[config.mk]
export PLATFORM = sky130hd
export DESIGN_NAME = stop_and_wait_packet_receiver_unit
export DESIGN_NICKNAME = d
export VERILOG_FILES = /design/src/sawr_pkg.sv /design/src/sawr_core.sv /design/src/sawr_outq.sv /design/src/stop_and_wait_packet_receiver_unit.sv
export SDC_FILE = /design/constraint.sdc
export NUM_CORES = 2
export LEC_CHECK = 0
export ABC_AREA = 1
export BUFFER_PORTS_ARGS = -buffer_cell sky130_fd_sc_hd__buf_4
export CAP_MARGIN = 20
export CORE_MARGIN = 2
export CORE_UTILIZATION = 35
export CTS_CLUSTER_DIAMETER = 50
export DETAILED_ROUTE_END_ITERATION = 7
export HOLD_SLACK_MARGIN = 0.02
export PLACE_DENSITY_LB_ADDON = 0.1
export SETUP_SLACK_MARGIN = 0.05
export SYNTH_ARGS = -nofsm -noshare
export SYNTH_HDL_FRONTEND = slang
export SYNTH_SLANG_ARGS = --single-unit
[constraint.sdc]
create_clock -name clk -period 5.6 [get_ports clk]
set_input_delay 0.56 -clock clk [delete_from_list [all_inputs] [get_ports clk]]
set_output_delay 0.56 -clock clk [all_outputs]
set_load 0.02 [all_outputs]
[src/sawr_pkg.sv]
// sawr_pkg: constants, codes and transfer types for the stop-and-wait packet receiver
// no dependencies; used by sawr_core, sawr_outq and stop_and_wait_packet_receiver_unit
`timescale 1ns / 1ps

package sawr_pkg;

  localparam int MAX_PAYLOAD = 8192;
  localparam int EXTRA_ACKS  = 10;
  localparam int HDR_BYTES   = 8;
  localparam int SIZE_BYTES  = 8;
  localparam int POS_W       = 14;

  localparam logic [POS_W-1:0] POS_CAP      = POS_W'(MAX_PAYLOAD + HDR_BYTES);
  localparam logic [POS_W-1:0] POS_HDR      = POS_W'(HDR_BYTES);
  localparam logic [POS_W-1:0] POS_SIZE_END = POS_W'(HDR_BYTES + SIZE_BYTES);
  localparam logic [POS_W-1:0] POS_SERIAL   = POS_W'(4);
  localparam logic [POS_W-1:0] POS_LENGTH   = POS_W'(6);

  localparam logic [31:0] HASH_MUL = 32'd131;

  localparam int ACK_COPIES_SUM = 1 + EXTRA_ACKS;
  localparam logic [3:0] ACK_COPIES_DONE = (ACK_COPIES_SUM > 15) ? 4'd15 : 4'(ACK_COPIES_SUM);
  localparam logic [3:0] ACK_COPIES_ONE  = 4'd1;

  localparam logic [1:0] KIND_PAYLOAD = 2'd0;
  localparam logic [1:0] KIND_NAME    = 2'd1;
  localparam logic [1:0] KIND_VERDICT = 2'd2;

  localparam logic [2:0] VERD_ACCEPTED    = 3'd0;
  localparam logic [2:0] VERD_DUP_REACKED = 3'd1;
  localparam logic [2:0] VERD_DUP_IGNORED = 3'd2;
  localparam logic [2:0] VERD_BAD_HASH    = 3'd3;
  localparam logic [2:0] VERD_BAD_LENGTH  = 3'd4;
  localparam logic [2:0] VERD_AHEAD       = 3'd5;

  localparam int OUTQ_DEPTH = 4;
  localparam int OUTQ_PTR_W = 2;
  localparam int OUTQ_CNT_W = 3;

  typedef struct packed {
    logic [7:0] rx_byte;
    logic       end_of_datagram;
  } in_item_t;

  typedef struct packed {
    logic [1:0]  item_kind;
    logic [7:0]  out_byte;
    logic [2:0]  verdict;
    logic        commit;
    logic        ack_valid;
    logic [15:0] ack_serial;
    logic [3:0]  ack_copies;
    logic [63:0] announced_size;
    logic        transfer_done;
    logic        last_of_run;
  } out_item_t;

  typedef struct packed {
    logic [1:0] n;
    out_item_t  item0;
    out_item_t  item1;
  } core_push_t;

  typedef struct packed {
    logic                  room2;
    logic [OUTQ_CNT_W-1:0] count;
  } outq_stat_t;

endpackage

[src/sawr_core.sv]
// sawr_core: header parse, running hash, payload release and packet verdict, one byte a cycle while take is high
// depends on sawr_pkg
`timescale 1ns / 1ps

module sawr_core (
  input  logic                  clk,
  input  logic                  rst_n,
  input  logic                  take,
  input  sawr_pkg::in_item_t    item,
  output sawr_pkg::core_push_t  push
);

  logic [15:0]               expected_serial_r, expected_serial_nxt;
  logic                      awaiting_first_r, awaiting_first_nxt;
  logic [63:0]               ann_size_r, ann_size_nxt;
  logic [63:0]               delivered_r, delivered_nxt;
  logic [sawr_pkg::POS_W-1:0] byte_pos_r, byte_pos_nxt;
  logic [31:0]               run_hash_r, run_hash_nxt;
  logic [31:0]               hdr_hash_r, hdr_hash_nxt;
  logic [15:0]               hdr_serial_r, hdr_serial_nxt;
  logic [15:0]               hdr_len_r, hdr_len_nxt;
  logic [63:0]               size_shift_r, size_shift_nxt;
  logic                      finished_r, finished_nxt;

  logic                      first_pkt;
  logic                      in_win;
  logic [7:0]                b;
  logic [sawr_pkg::POS_W-1:0] cnt;
  logic                      len_bad;
  logic                      done;
  sawr_pkg::out_item_t       pay_item;
  sawr_pkg::out_item_t       verd_item;
  logic                      pay_emit;

  always_comb begin
    expected_serial_nxt = expected_serial_r;
    awaiting_first_nxt  = awaiting_first_r;
    ann_size_nxt        = ann_size_r;
    delivered_nxt       = delivered_r;
    byte_pos_nxt        = byte_pos_r;
    run_hash_nxt        = run_hash_r;
    hdr_hash_nxt        = hdr_hash_r;
    hdr_serial_nxt      = hdr_serial_r;
    hdr_len_nxt         = hdr_len_r;
    size_shift_nxt      = size_shift_r;
    finished_nxt        = finished_r;

    b         = item.rx_byte;
    first_pkt = awaiting_first_r && (expected_serial_r == 16'd0);
    in_win    = byte_pos_r < sawr_pkg::POS_CAP;
    pay_emit  = 1'b0;
    done      = 1'b0;
    cnt       = byte_pos_r;
    len_bad   = 1'b0;

    pay_item           = '0;
    pay_item.out_byte  = b;
    pay_item.item_kind = first_pkt ? sawr_pkg::KIND_NAME : sawr_pkg::KIND_PAYLOAD;

    verd_item           = '0;
    verd_item.item_kind = sawr_pkg::KIND_VERDICT;
    verd_item.last_of_run = 1'b1;

    if (take && !finished_r) begin
      if (in_win) begin
        if (byte_pos_r < sawr_pkg::POS_SERIAL) begin
          hdr_hash_nxt = {hdr_hash_r[23:0], b};
        end else if (byte_pos_r < sawr_pkg::POS_LENGTH) begin
          hdr_serial_nxt = {hdr_serial_r[7:0], b};
        end else if (byte_pos_r < sawr_pkg::POS_HDR) begin
          hdr_len_nxt = {hdr_len_r[7:0], b};
        end
        if (byte_pos_r >= sawr_pkg::POS_SERIAL) begin
          run_hash_nxt = run_hash_r * sawr_pkg::HASH_MUL + {{24{b[7]}}, b};
        end
        if (byte_pos_r >= sawr_pkg::POS_HDR && hdr_serial_r == expected_serial_r) begin
          if (first_pkt && byte_pos_r < sawr_pkg::POS_SIZE_END) begin
            size_shift_nxt = {size_shift_r[55:0], b};
          end else begin
            pay_emit = 1'b1;
          end
        end
        byte_pos_nxt = byte_pos_r + sawr_pkg::POS_W'(1);
      end

      if (item.end_of_datagram) begin
        cnt     = byte_pos_nxt;
        len_bad = (cnt < sawr_pkg::POS_HDR) ||
                  ({3'b000, cnt} != ({1'b0, hdr_len_nxt} + 17'(sawr_pkg::HDR_BYTES)));
        if (len_bad) begin
          verd_item.verdict = sawr_pkg::VERD_BAD_LENGTH;
        end else if (hdr_serial_nxt == expected_serial_r) begin
          if (run_hash_nxt != hdr_hash_nxt) begin
            verd_item.verdict = sawr_pkg::VERD_BAD_HASH;
          end else begin
            verd_item.verdict    = sawr_pkg::VERD_ACCEPTED;
            verd_item.commit     = 1'b1;
            verd_item.ack_valid  = 1'b1;
            verd_item.ack_serial = hdr_serial_nxt;
            verd_item.ack_copies = sawr_pkg::ACK_COPIES_ONE;
            if (first_pkt) begin
              ann_size_nxt       = size_shift_nxt;
              awaiting_first_nxt = 1'b0;
            end else begin
              delivered_nxt = delivered_r + {48'd0, hdr_len_nxt};
            end
            done = delivered_nxt == ann_size_nxt;
            if (done) begin
              verd_item.ack_copies = sawr_pkg::ACK_COPIES_DONE;
              finished_nxt         = 1'b1;
            end else begin
              expected_serial_nxt = expected_serial_r + 16'd1;
            end
          end
        end else if (hdr_serial_nxt < expected_serial_r) begin
          if (({1'b0, hdr_serial_nxt} + 17'd1) == {1'b0, expected_serial_r}) begin
            verd_item.verdict    = sawr_pkg::VERD_DUP_REACKED;
            verd_item.ack_valid  = 1'b1;
            verd_item.ack_serial = hdr_serial_nxt;
            verd_item.ack_copies = sawr_pkg::ACK_COPIES_ONE;
          end else begin
            verd_item.verdict = sawr_pkg::VERD_DUP_IGNORED;
          end
        end else begin
          verd_item.verdict = sawr_pkg::VERD_AHEAD;
        end
        verd_item.announced_size = ann_size_nxt;
        verd_item.transfer_done  = done;
        byte_pos_nxt   = '0;
        run_hash_nxt   = '0;
        size_shift_nxt = '0;
      end
    end

    pay_item.last_of_run = !(take && !finished_r && item.end_of_datagram);

    push = '0;
    if (take && !finished_r) begin
      if (pay_emit && item.end_of_datagram) begin
        push.n     = 2'd2;
        push.item0 = pay_item;
        push.item1 = verd_item;
      end else if (pay_emit) begin
        push.n     = 2'd1;
        push.item0 = pay_item;
      end else if (item.end_of_datagram) begin
        push.n     = 2'd1;
        push.item0 = verd_item;
      end
    end
  end

  always_ff @(posedge clk) begin
    if (!rst_n) begin
      expected_serial_r <= '0;
      awaiting_first_r  <= 1'b1;
      ann_size_r        <= '0;
      delivered_r       <= '0;
      byte_pos_r        <= '0;
      run_hash_r        <= '0;
      hdr_hash_r        <= '0;
      hdr_serial_r      <= '0;
      hdr_len_r         <= '0;
      size_shift_r      <= '0;
      finished_r        <= 1'b0;
    end else begin
      expected_serial_r <= expected_serial_nxt;
      awaiting_first_r  <= awaiting_first_nxt;
      ann_size_r        <= ann_size_nxt;
      delivered_r       <= delivered_nxt;
      byte_pos_r        <= byte_pos_nxt;
      run_hash_r        <= run_hash_nxt;
      hdr_hash_r        <= hdr_hash_nxt;
      hdr_serial_r      <= hdr_serial_nxt;
      hdr_len_r         <= hdr_len_nxt;
      size_shift_r      <= size_shift_nxt;
      finished_r        <= finished_nxt;
    end
  end

endmodule

[src/sawr_outq.sv]
// sawr_outq: four-entry result queue, takes up to two results a cycle and drains one
// depends on sawr_pkg
`timescale 1ns / 1ps

module sawr_outq (
  input  logic                 clk,
  input  logic                 rst_n,
  input  sawr_pkg::core_push_t push,
  input  logic                 pop,
  output logic                 out_valid,
  output sawr_pkg::out_item_t  out_data,
  output sawr_pkg::outq_stat_t stat
);

  sawr_pkg::out_item_t                 mem_r [sawr_pkg::OUTQ_DEPTH];
  logic [sawr_pkg::OUTQ_PTR_W-1:0]     wr_ptr_r, wr_ptr_nxt;
  logic [sawr_pkg::OUTQ_PTR_W-1:0]     rd_ptr_r, rd_ptr_nxt;
  logic [sawr_pkg::OUTQ_CNT_W-1:0]     count_r, count_nxt;
  logic [sawr_pkg::OUTQ_PTR_W-1:0]     wr_ptr_p1;

  assign wr_ptr_p1 = wr_ptr_r + sawr_pkg::OUTQ_PTR_W'(1);
  assign out_valid = count_r != '0;
  assign out_data  = mem_r[rd_ptr_r];

  assign stat.count = count_r;
  assign stat.room2 = count_r <= sawr_pkg::OUTQ_CNT_W'(sawr_pkg::OUTQ_DEPTH - 2);

  always_comb begin
    wr_ptr_nxt = wr_ptr_r + push.n;
    rd_ptr_nxt = rd_ptr_r + {{(sawr_pkg::OUTQ_PTR_W-1){1'b0}}, pop};
    count_nxt  = count_r + {1'b0, push.n} - {{(sawr_pkg::OUTQ_CNT_W-1){1'b0}}, pop};
  end

  always_ff @(posedge clk) begin
    if (push.n != 2'd0) begin
      mem_r[wr_ptr_r] <= push.item0;
    end
    if (push.n == 2'd2) begin
      mem_r[wr_ptr_p1] <= push.item1;
    end
  end

  always_ff @(posedge clk) begin
    if (!rst_n) begin
      wr_ptr_r <= '0;
      rd_ptr_r <= '0;
      count_r  <= '0;
    end else begin
      wr_ptr_r <= wr_ptr_nxt;
      rd_ptr_r <= rd_ptr_nxt;
      count_r  <= count_nxt;
    end
  end

endmodule

[src/stop_and_wait_packet_receiver_unit.sv]
// stop_and_wait_packet_receiver_unit: top level, input register, parse core and result queue
// depends on sawr_pkg, sawr_core, sawr_outq
`timescale 1ns / 1ps
//
//   channel  direction  handshake              payload
//   in_      input      in_valid / in_stall    sawr_pkg::in_item_t  (rx_byte, end_of_datagram)
//   out_     output     out_valid / out_stall  sawr_pkg::out_item_t (verdict item or byte item)
//
// one datagram byte per cycle while in_stall is low; a byte enters the input register and is
// parsed once the queue has room for two; its results are registered in the queue ahead of the
// output port; a closing byte with payload yields two results; the output drains one per cycle
// unless out_stall, so a sustained stall on out_ raises in_stall once the four-entry queue holds
// more than two; reset is synchronous, active low, and needs no clearing pass

module stop_and_wait_packet_receiver_unit (
  input  logic                clk,
  input  logic                rst_n,
  input  logic                in_valid,
  output logic                in_stall,
  input  sawr_pkg::in_item_t  in_data,
  output logic                out_valid,
  input  logic                out_stall,
  output sawr_pkg::out_item_t out_data
);

  sawr_pkg::in_item_t   in_r;
  logic                 in_vld_r, in_vld_nxt;
  logic                 core_take;
  logic                 in_xfer;
  logic                 pop;
  sawr_pkg::core_push_t push;
  sawr_pkg::outq_stat_t stat;

  assign core_take  = in_vld_r && stat.room2;
  assign in_stall   = in_vld_r && !stat.room2;
  assign in_xfer    = in_valid && !in_stall;
  assign pop        = out_valid && !out_stall;
  assign in_vld_nxt = in_xfer || (in_vld_r && !core_take);

  always_ff @(posedge clk) begin
    if (in_xfer) begin
      in_r <= in_data;
    end
  end

  always_ff @(posedge clk) begin
    if (!rst_n) begin
      in_vld_r <= 1'b0;
    end else begin
      in_vld_r <= in_vld_nxt;
    end
  end

  sawr_core u_core (
    .clk   (clk),
    .rst_n (rst_n),
    .take  (core_take),
    .item  (in_r),
    .push  (push)
  );

  sawr_outq u_outq (
    .clk       (clk),
    .rst_n     (rst_n),
    .push      (push),
    .pop       (pop),
    .out_valid (out_valid),
    .out_data  (out_data),
    .stat      (stat)
  );

`ifndef NO_ASSERTIONS
  a_queue_bound: assert property (@(posedge clk) disable iff (!rst_n)
    stat.count <= sawr_pkg::OUTQ_CNT_W'(sawr_pkg::OUTQ_DEPTH))
    else $error("result queue over capacity");

  a_push_room: assert property (@(posedge clk) disable iff (!rst_n)
    push.n != 2'd0 |-> stat.room2)
    else $error("results pushed without room");

  a_byte_item_clean: assert property (@(posedge clk) disable iff (!rst_n)
    out_valid && out_data.item_kind != sawr_pkg::KIND_VERDICT |->
      !out_data.commit && !out_data.ack_valid && !out_data.transfer_done)
    else $error("byte item carries verdict fields");

  a_done_copies: assert property (@(posedge clk) disable iff (!rst_n)
    out_valid && out_data.transfer_done |->
      out_data.ack_copies == sawr_pkg::ACK_COPIES_DONE && out_data.last_of_run)
    else $error("completing verdict malformed");
`endif

endmodule

==> impl_results.md <==
* Status: finished with violations
* Violated checks: negative setup slack
* Crit start category: flop
* Period utilization at 105%
* Post-Synthesis Cells at between 6000 and 7000
* Crit end category: flop
* DR vias at about 48000
* Final Power at between 15 and 20 mW
* Critical path's largest stage delay at just over 500 ps
* Number of port buffers at between 100 and 150
* RSZ-0062 raised after global routing: yes
* Seq cells post-synth at a little over 700
* CP Launch Point: in_r[8]
* Max-Cap Viols at 0
* Bufs and invs on worst path at 13
* Reg clk slew, reported paths at ~60 ps
* Fin nets at 7405
* DRT Pass-1 Iters at 5
* First-pass GRT wire length at between 200000 and 300000 um
* Synth Warn # at 0
* Worst slew pin tran at 1170 ps
* Most common cell after layout, fill and taps aside: nand2_1
* Static Leak at roughly 24 nW
* Initial antenna violation count at 1
* EDFF count, synth at about 360
* Initial core utilization at between 30% and 40%
* Crit-path leading delay family: adder cells
* GRT Resource Usage Total at between 20% and 30%
* Critical-path top delay cell: fa_1
* DRT iter0 DRCs at between 4000 and 5000
* Synth unique cells at between 50 and 60
* Clock buffer depth at 3
* Cell Pwr Density at 293 mW/mm2
* Commonest cells after routing, fill and taps aside: nand2_1 (1778), inv_1 (741), nor2_1 (622)
* Reg2reg end: u_outq.mem_r[1][51]
* Async set or reset register ratio after synthesis at 0%
* CP max FO at 8
* Worst setup endpoint: u_outq.mem_r[1][51]
* Post-route worst setup slack at -305 ps
* Drt total wl at ~190000 um
* Synth Cell Area at just under 0.05 mm2
* Avg Inst Size Synth at ~6.9 um2
* Vias in the first global route at between 40000 and 50000
* Residual DRC count at 0
* Setup TNS Final at -75130 ps
* R2R Setup Slk at -310 ps
* Largest net degree at the start of global routing at 160
* Synth Flop Type: dfxtp_1
* ANT cells at 0
* WP data arrival at 6470 ps
* Clk root buf: clkbuf_16
* Routed Antenna Nets at 0
* Hold slack at approximately 120 ps
* Core area at roughly 0.14 mm2
* Final Setup Violations at around 420
* Die Ht at around 380 um
* Row cnt at around 140
* Final hold vios at 0
* Share of layout cells above drive strength 1 at roughly 17%
* Post-DR vias/cell at around 5.3
* Clock latency on the worst-skew pair at about 750 ps
* Pre-CTS setup slack at -572 ps
* Max-slew violations at 0
* Register area share after synthesis at between 30% and 40%
* Achievable Freq at about 170 MHz
* Remaining global-route overflow at 0
* Gpl congestion at between 0.9 and 1
* HPWL Detailed at 127000 um
* Io pins at ~120
* DR WL/cell at around 21 um
* Layout area overhead at 23.6%
* WS Path Type: reg2reg
* Worst R2R Path Depth at 36
* Hold Crit Class: in2reg
* Die area at between 0.1 and 0.15 mm2
* CTS tree: done
* Clk sinks at 725
* Worst reg2reg startpoint: in_r[8]
* Slew HR at 22.2%
* Fillers at approximately 14000
* Fin util at 43.6%
* WP data required at 6160 ps
* Syn_nets at a little over 7000
* Clk_skew at about 47 ps
* VDD IR max at 336 uV
* H-tree Lvls at 3
* Num CTS Buffers at about 110
* Number of stages on the worst setup path at 36
* Chip width at between 300 and 400 um
* Min Tclk post-route at just under 6000 ps
[through the flow]
step	instance area [um2]	instances
after floorplan	49100	6979
after global placement	53400	8801
after detailed placement	53400	8801
after CTS	58600	9069
after global routing	59900	9097
final	59900	9097
[Yosys cell counts, types with 5 or more instances]
cell,number,share of area [%]
edfxtp_1,361,22
o211ai_1,23,0.36
nand3_2,39,0.81
o21a_1,7,0.11
o21ai_2,10,0.18
nand3b_1,45,0.70
clkinv_1,11,0.085
nor2_4,48,1.1
buf_2,42,0.43
nand3_1,556,5.7
nor2_1,679,5.3
nor2_2,9,0.12
clkbuf_1,283,2.2
buf_6,10,0.23
nor3_1,57,0.59
fa_1,56,2.3
a21oi_4,6,0.20
o21ai_0,547,5.7
a21oi_1,313,3.2
xor2_1,35,0.63
nand2_1,1887,15
buf_1,21,0.16
nand2_4,5,0.12
buf_4,12,0.19
o21ai_1,190,2.0
and2_1,6,0.078
xnor2_1,21,0.38
nand4_1,265,3.4
ha_1,134,3.5
dfxtp_1,364,15
inv_1,768,6.0
or2_2,19,0.25
o22ai_1,106,1.4
inv_2,13,0.10
[state kept, by name (all words and copies together), names as in the netlist]
| name | flops |
|---|---|
| u_outq.wr_ptr_r | 2 |
| u_core.awaiting_first_r | 1 |
| in_r | 9 |
| u_core.run_hash_r | 32 |
| u_core.byte_pos_r | 14 |
| u_core.ann_size_r | 64 |
| u_core.hdr_len_r | 16 |
| u_outq.count_r | 3 |
| u_outq.rd_ptr_r | 2 |
| u_core.delivered_r | 64 |
| u_outq.mem_r | 388 |
| u_core.finished_r | 1 |
| u_core.hdr_hash_r | 32 |
| u_core.expected_serial_r | 16 |
| in_vld_r | 1 |
| u_core.size_shift_r | 64 |
| u_core.hdr_serial_r | 16 |
[area by class of cell]
cell class	count	area [um2]	share of cell area [%]
multi-input cells	5097	27900	46.7
flip-flops and latches	725	18100	30.3
repair buffers	472	4400	7.36
inverters	792	3000	5.02
clock buffers	137	3000	5.01
well taps	1794	2240	3.75
clock inverters	80	1130	1.89
[routing by layer]
metal | wire length [um] | GRT usage [%] | up-vias
met5 | 0 | 0 | -
met4 | 3200 | 5.42 | 0
met3 | 11900 | 2.91 | 201
met2 | 80500 | 39.3 | 1489
met1 | 91800 | 39.3 | 23100
li1 | - | - | 23700
[power by group]
part	internal [mW]	leakage, nW	total, mW	switching (mW)
Clock	4.80	1.98	7.72	2.92
Sequential	5.70	6.06	5.86	0.162
Combinational	1.27	16.4	3.93	2.66
[how the worst min path moves through the flow]
stage / start / to / slack, ps / cells after the start
2_1_floorplan: u_core.finished_r / u_core.finished_r / 440 / 2
3_3_place_gp: u_core.size_shift_r[31] / u_core.size_shift_r[31] / 450 / 2
3_5_place_dp: u_core.size_shift_r[29] / u_core.size_shift_r[29] / 460 / 2
4_1_cts: in_data[6] / in_r[6] / 50 / 1
5_1_grt: in_data[6] / in_r[6] / 80 / 1
6_report: in_data[6] / in_r[6] / 120 / 1
[logic make-up (layout without fill, tap and decap cells)]
| logic type | count (synthesis) | after routing | share of synthesized area (%) |
|---|---|---|---|
| fa+ha+maj | 190 | 190 | 5.78 |
| other cells | 1 | 1 | 0.00774 |
| flops | 725 | 725 | 37.4 |
| xor+xnor | 57 | 57 | 1.06 |
| buf+inv | 1160 | 1481 | 9.35 |
| compound gates | 1213 | 1213 | 13.3 |
| simple gates | 3633 | 3636 | 33.1 |
[what timing repair did]
action,CTS,global route
gates resized for setup,120,244
cloned,10,6
buffers inserted,34,20
hold buffers,7,0
pin swaps,45,112
setup endpoints to repair,486,486
endpoints found under the hold margin,7,0
(Power assumes the default switching activity.)
